[src/rtl/core/cau_pkg.sv]
// ----------------------------------------------------------------------------
// cau_pkg
// Types, codes and helper functions shared by the complex arithmetic unit.
// ----------------------------------------------------------------------------
package cau_pkg;

   localparam int QBITS = 33;
   localparam logic [15:0] TOL_RESET = 16'd7;

   localparam logic [1:0] KIND_ADD = 2'd0;
   localparam logic [1:0] KIND_SUB = 2'd1;
   localparam logic [1:0] KIND_MUL = 2'd2;
   localparam logic [1:0] KIND_DIV = 2'd3;

   localparam logic [1:0] STATUS_OK   = 2'd0;
   localparam logic [1:0] STATUS_DIVZ = 2'd1;
   localparam logic [1:0] STATUS_SAT  = 2'd2;

   typedef enum logic [2:0] {
      PATH_ADD,
      PATH_SUB,
      PATH_MUL,
      PATH_DIVR,
      PATH_DIVZ,
      PATH_DIVC
   } path_type;

   typedef struct packed {
      logic        neg;
      logic [31:0] mag;
   } sm32_type;

   typedef struct packed {
      logic        neg;
      logic [63:0] mag;
   } sm_type;

   typedef struct packed {
      logic        valid;
      path_type    path;
      logic [31:0] a_real;
      logic [31:0] a_imag;
      sm32_type    ar;
      sm32_type    ai;
      sm32_type    br;
      sm32_type    bi;
   } dec_type;

   typedef struct packed {
      logic        valid;
      path_type    path;
      logic [31:0] a_real;
      logic [31:0] a_imag;
      sm32_type    ar;
      sm32_type    ai;
      sm32_type    br;
      sm32_type    bi;
      sm_type      p_arbr;
      sm_type      p_aibi;
      sm_type      p_aibr;
      sm_type      p_arbi;
      sm_type      p_brbr;
      sm_type      p_bibi;
   } prod_type;

   typedef struct packed {
      logic        valid;
      path_type    path;
      logic [31:0] a_real;
      logic [31:0] a_imag;
      sm_type      nr;
      sm_type      ni;
      sm_type      den;
   } mid_type;

   // One result part on its way through the divider: remainder, dividend
   // bits still to be brought down, and the quotient built up in mag.
   typedef struct packed {
      logic              neg;
      logic              big;
      logic [QBITS-1:0]  mag;
      logic [63:0]       rem;
      logic [QBITS-1:0]  bits;
   } lane_type;

   typedef struct packed {
      logic        valid;
      logic        is_div;
      logic        is_divz;
      logic [31:0] a_real;
      logic [31:0] a_imag;
      logic [63:0] den;
   } side_type;

   function automatic sm32_type to_sm(input logic [31:0] v);
      sm32_type r;
      r.neg = v[31];
      r.mag = v[31] ? (~v + 32'd1) : v;
      return r;
   endfunction

   function automatic sm_type ext_sm(input sm32_type x);
      sm_type r;
      r.neg = x.neg;
      r.mag = {32'd0, x.mag};
      return r;
   endfunction

   function automatic sm_type flip_sm(input sm_type x);
      sm_type r;
      r.neg = ~x.neg;
      r.mag = x.mag;
      return r;
   endfunction

   function automatic sm_type sm_add(input sm_type x, input sm_type y);
      sm_type r;
      if (x.neg == y.neg) begin
         r.neg = x.neg;
         r.mag = x.mag + y.mag;
      end else if (x.mag >= y.mag) begin
         r.neg = x.neg;
         r.mag = x.mag - y.mag;
      end else begin
         r.neg = y.neg;
         r.mag = y.mag - x.mag;
      end
      if (r.mag == 64'd0) begin
         r.neg = 1'b0;
      end
      return r;
   endfunction

   // Clamp a sign-magnitude part to 32-bit two's complement; bit 32 is the
   // saturation flag.
   function automatic logic [32:0] sat32(input lane_type x);
      logic [32:0] r;
      if (!x.neg) begin
         if (x.big || x.mag > 33'h0_7FFF_FFFF) begin
            r = {1'b1, 32'h7FFF_FFFF};
         end else begin
            r = {1'b0, x.mag[31:0]};
         end
      end else begin
         if (x.big || x.mag > 33'h0_8000_0000) begin
            r = {1'b1, 32'h8000_0000};
         end else begin
            r = {1'b0, ~x.mag[31:0] + 32'd1};
         end
      end
      return r;
   endfunction

endpackage

[src/rtl/core/cau_div_step.sv]
// ----------------------------------------------------------------------------
// cau_div_step
// One registered restoring-division step: brings down a dividend bit and
// produces one quotient bit.
// ----------------------------------------------------------------------------
module cau_div_step
   import cau_pkg::*;
(
   input  logic        clock,
   input  logic        enable,
   input  logic [63:0] den,
   input  lane_type    lane_i,
   output lane_type    lane_o
);

   lane_type    lane_ff, lane_in;
   logic [64:0] trial;
   logic        ge;

   always_comb begin
      trial   = {lane_i.rem, lane_i.bits[QBITS-1]};
      ge      = (trial >= {1'b0, den});
      lane_in = lane_i;
      if (enable) begin
         lane_in.rem  = ge ? 64'(trial - {1'b0, den}) : trial[63:0];
         lane_in.bits = {lane_i.bits[QBITS-2:0], 1'b0};
         lane_in.mag  = {lane_i.mag[QBITS-2:0], ge};
      end
   end

   always_ff @(posedge clock) begin
      lane_ff <= lane_in;
   end

   assign lane_o = lane_ff;

endmodule

[config.mk]
export PLATFORM = sky130hd
export DESIGN_NAME = cau_div_step
export DESIGN_NICKNAME = d
export VERILOG_FILES = /design/src/rtl/core/cau_pkg.sv /design/src/rtl/core/cau_div_step.sv
export SDC_FILE = /design/constraint.sdc
export NUM_CORES = 1
export LEC_CHECK = 0
export BUFFER_PORTS_ARGS = -buffer_cell sky130_fd_sc_hd__buf_2
export CELL_PAD_IN_SITES_DETAIL_PLACEMENT = 1
export CELL_PAD_IN_SITES_GLOBAL_PLACEMENT = 2
export CORE_UTILIZATION = 28
export CTS_CLUSTER_DIAMETER = 100
export CTS_CLUSTER_SIZE = 25
export DETAILED_ROUTE_END_ITERATION = 8
export PLACE_DENSITY = 0.92
export SETUP_SLACK_MARGIN = 0.1
export SLEW_MARGIN = 30
export SYNTH_ARGS = -nofsm -noshare
export SYNTH_HDL_FRONTEND = slang
export SYNTH_SLANG_ARGS = --single-unit
[constraint.sdc]
create_clock -name clock -period 4.2 [get_ports clock]
set_input_delay 0.63 -clock clock [delete_from_list [all_inputs] [get_ports clock]]
set_output_delay 0.63 -clock clock [all_outputs]
set_load 0.02 [all_outputs]
# Yosys cells after proc, flatten, opt, wreduce, memory -nomap -nowiden
# Cells that the tools add are included.
# totals
word_cells	10
regBits	132
out_inout_bits	132
inputBits	198
# op_classes
order_cmp	1
n_addsub	1
mux	2
# op_table
op	n
$mux W130	1
$ge A65 B64 Y1	1
$mux W64	1
$sub A64 B64 Y64	1

# Longest topological paths before layout
# depth
depth_word	3
ltp_mapped	16

# Least setup slack after synthesis
# No wires, ideal clock.
# synth_path
kind	input port to flip-flop
startpoint	in den[25]
endpoint	reg lane_ff, in the netlist lane_o[92]
setup_slack_ns	0.945
cell_stages	12
arrival_time_ns	3.192
path_cell_list	inv_1 -> ha_1 -> buf_4 -> nand4_2 -> or3_1 -> or4_1 -> nor4_1 -> a311oi_1 -> o21a_1 -> buf_6 -> or4_1 -> nand3_1
# synth_rtl
element	line_no	text
start, declared	cau_div_step.sv:11	input logic [63:0] den,
end signal, assigned	cau_div_step.sv:32	lane_ff <= lane_in;
end, declared	cau_div_step.sv:16	lane_type lane_ff, lane_in;

==> impl_metrics.tcl <==
set metrics [dict create \
    postSynthNetCount 1385 \
    die-area_um2 32700 \
    hold_violations 0 \
    setup_viol 0 \
    grt_pass1_vias 9677 \
    yosys_warnings 0 \
    power.net_switching_mw 1.56 \
    drive_above_1_share_pct 32.5 \
    die_y_um 181 \
    largest_reg_flops 132 \
    synthToLayoutAreaGrowth_pct 30.7 \
    cts_buffers 17 \
    die_x_um 181 \
    vias 9292 \
    fin_ws_ns 0.560 \
    endpoint_kind "flip-flop" \
    seq_area_um2 2640 \
    power_density_nw_per_um2 383 \
    busiest_layer "met2" \
    multi_input_area_um2 5740 \
    post_dp_cell_area_um2 11100 \
    synthDistinctLibCells 67 \
    cp-endpoint "lane_o[96]$_DFF_P_" \
    cts_tree "yes" \
    ir_worst_vdd_uv 287 \
    worst_pin_slew_ns 1.00 \
    synthMuxAreaShare_pct 9.39 \
    max_stage_delay_ns 0.79 \
    path_max_fanout 5 \
    hold_slack_ns 0.301 \
    drv_slew 0 \
    syn-cell-area_um2 8960 \
    grt_use_met3_pct 3.39 \
    slew_headroom_pct 32.4 \
    syn_area_per_cell_um2 7.99 \
    worstPathCellList "buf_2, inv_1, ha_1, buf_4, o21a_1, o211ai_1, a31oi_1, buf_4, o211ai_1, a21oi_1, o21ai_0, a211o_1, a21oi_1, or4_1, nand3_1" \
    grt_overflow 0 \
    clockBufferDepth 2 \
    synth_top_area_cell "dfxtp_1" \
    synthTopCellsByArea "dfxtp_1 (29%), ha_1 (8.9%), mux2_2 (8.2%)" \
    p_int_mw 2.94 \
    synth_top_area_share_pct 29.5 \
    postCtsSetupRepairBufs 0 \
    ys_seq_area_share_pct 29.5 \
    first_pass_iters 5 \
    final_core_util_pct 37.1 \
    crit_arrival_ns 4.01 \
    clkPwrFrac_pct 35.8 \
    htree_levels 4 \
    pre_cts_ws_ns 0.165 \
    stdcell_area_um2 11700 \
    ioPinCount 330 \
    gp_congestion 0.890 \
    postCtsResizedCells 0 \
    drt-initial-drc-count 446 \
    synth_edf_count 0 \
    grt_util_all_layers_pct 20.1 \
    synth_seq_cells 132 \
    grt_pass1_wl_mm 51.9 \
    fillers 3927 \
    tns_ns 0 \
    pwr-share-comb_pct 32.4 \
    synth_flop_cell "dfxtp_1" \
    synth_top_family_by_area "compound AO/OA/AOI/OAI gates" \
    gr-usage-met1_pct 25.7 \
    async_flop_share_pct 0 \
    grt_start_max_net_pins 96 \
    antenna_found_initial 2 \
    synth-adder-area-share_pct 9.16 \
    fin_crit_ns 3.64 \
    cts.sinks 132 \
    hold_buffers 0 \
    wl_per_cell_um 17.8 \
    start_kind "input pin" \
    drt-total-wl_mm 33.1 \
    yosys.area_share.simple_pct 17.7 \
    hpwlAfterDp_mm 26.8 \
    portBuffers 329 \
    start_util_pct 28.4 \
    hp-class "in -> reg" \
    cts.clk_slew.worst_paths_ns 0.06 \
    p_leak_nw 5.80 \
    grt_setup_unrepaired "no" \
    synthXorXnorAreaFrac_pct 4.79 \
    nets 1703 \
    synth_common_cells "dfxtp_1 (132), a21oi_1 (128), nor2_1 (96)" \
    cap_violations 0 \
    synth_compound_area_share_pct 22.9 \
    crit_start "den[6]" \
    status "finished, final reports clean" \
    timing_worst_setup_path_type "in -> reg" \
    cts_root_buf "clkbuf_16" \
    ant_nets 0 \
    num_rows 65 \
    drc 0 \
    synth.most_common_cell "dfxtp_1" \
    p_seq_share_pct 31.8 \
    critical_path_required_ns 4.57 \
    fin_crit_sh_pct 86.7 \
    swShare_pct 34.7 \
    fmax_mhz 275 \
    vias_per_cell 5.01 \
    cpMaxStageDelayCell "o21ai_0" \
    core_area_um2 31600 \
    syn_inst 1122 \
    use_met2_pct 33.6 \
]
-- layout by cell type (no fill, tap or decap), drive strengths merged, types with 44 or more instances in the layout --
master,synthesis,final
ha,64,64
a21oi,129,129
nand2,83,83
dfxtp,132,132
nor2,96,96
o21ai,52,52
a21o,44,44
inv,86,90
mux2,65,65
buf,19,358
-- worst max-delay path, delay by kind of cell --
family | cells | cell delay (ns)
compound gates | 8 | 2.01
buf+inv | 4 | 0.46
simple gates | 2 | 0.60
fa+ha+maj | 1 | 0.31
-- how the worst min path moves through the flow --
stage / end / cells past startpoint / slack [ns] / from
floorplan: lane_o[130]$_DFF_P_ / 0 / 0.66 / lane_i[130]
global placement: lane_o[130]$_DFF_P_ / 1 / 0.73 / lane_i[130]
detailed placement: lane_o[131]$_DFF_P_ / 1 / 0.74 / lane_i[131]
CTS: lane_o[131]$_DFF_P_ / 1 / 0.28 / lane_i[131]
global route: lane_o[131]$_DFF_P_ / 1 / 0.29 / lane_i[131]
finish: lane_o[131]$_DFF_P_ / 1 / 0.30 / lane_i[131]
-- cell families (layout without fill, tap and decap cells) --
logic type	Yosys count	in the layout
AOI/OAI and AO/OA	330	330
xor gates and xnor gates	49	49
adders and majority gates	65	65
buffers and inverters	145	476
DFF	132	132
muxes	76	76
other	0	1
and+or+nand+nor	325	325
-- through the flow --
step	instances	power, mW
floorplan	1122	2.39
CTS	1855	4.55
global route	1856	4.74
global placement	1823	2.88
finish	1856	4.49
detailed placement	1823	2.91
-- layout make-up --
cell class                      instances  share of cell area (%)
Inverter                               86                    2.75
Antenna cell                            1                  0.0213
Multi-Input combinational cell        845                    49.0
Clock buffer                           19                    3.78
Timing Repair Buffer                  358                    16.2
Tap cell                              402                    4.29
Clock inverter                         13                    1.47
Sequential cell                       132                    22.5
-- power groups by stage --
stage               sequential [mW]  combinational (mW)  clock, mW
floorplan                      1.63               0.760          0
global placement               1.46                1.42          0
detailed placement             1.46                1.45          0
CTS                            1.43                1.46       1.65
global route                   1.44                1.59       1.70
finish                         1.43                1.46       1.61
-- routing by layer --
layer	vias to the layer above	wire, um
li1	4619	-
met1	4402	15300
met2	215	15600
met3	54	1240
met4	2	930
met5	-	9
Note: power is estimated with default switching activity, not from simulation.
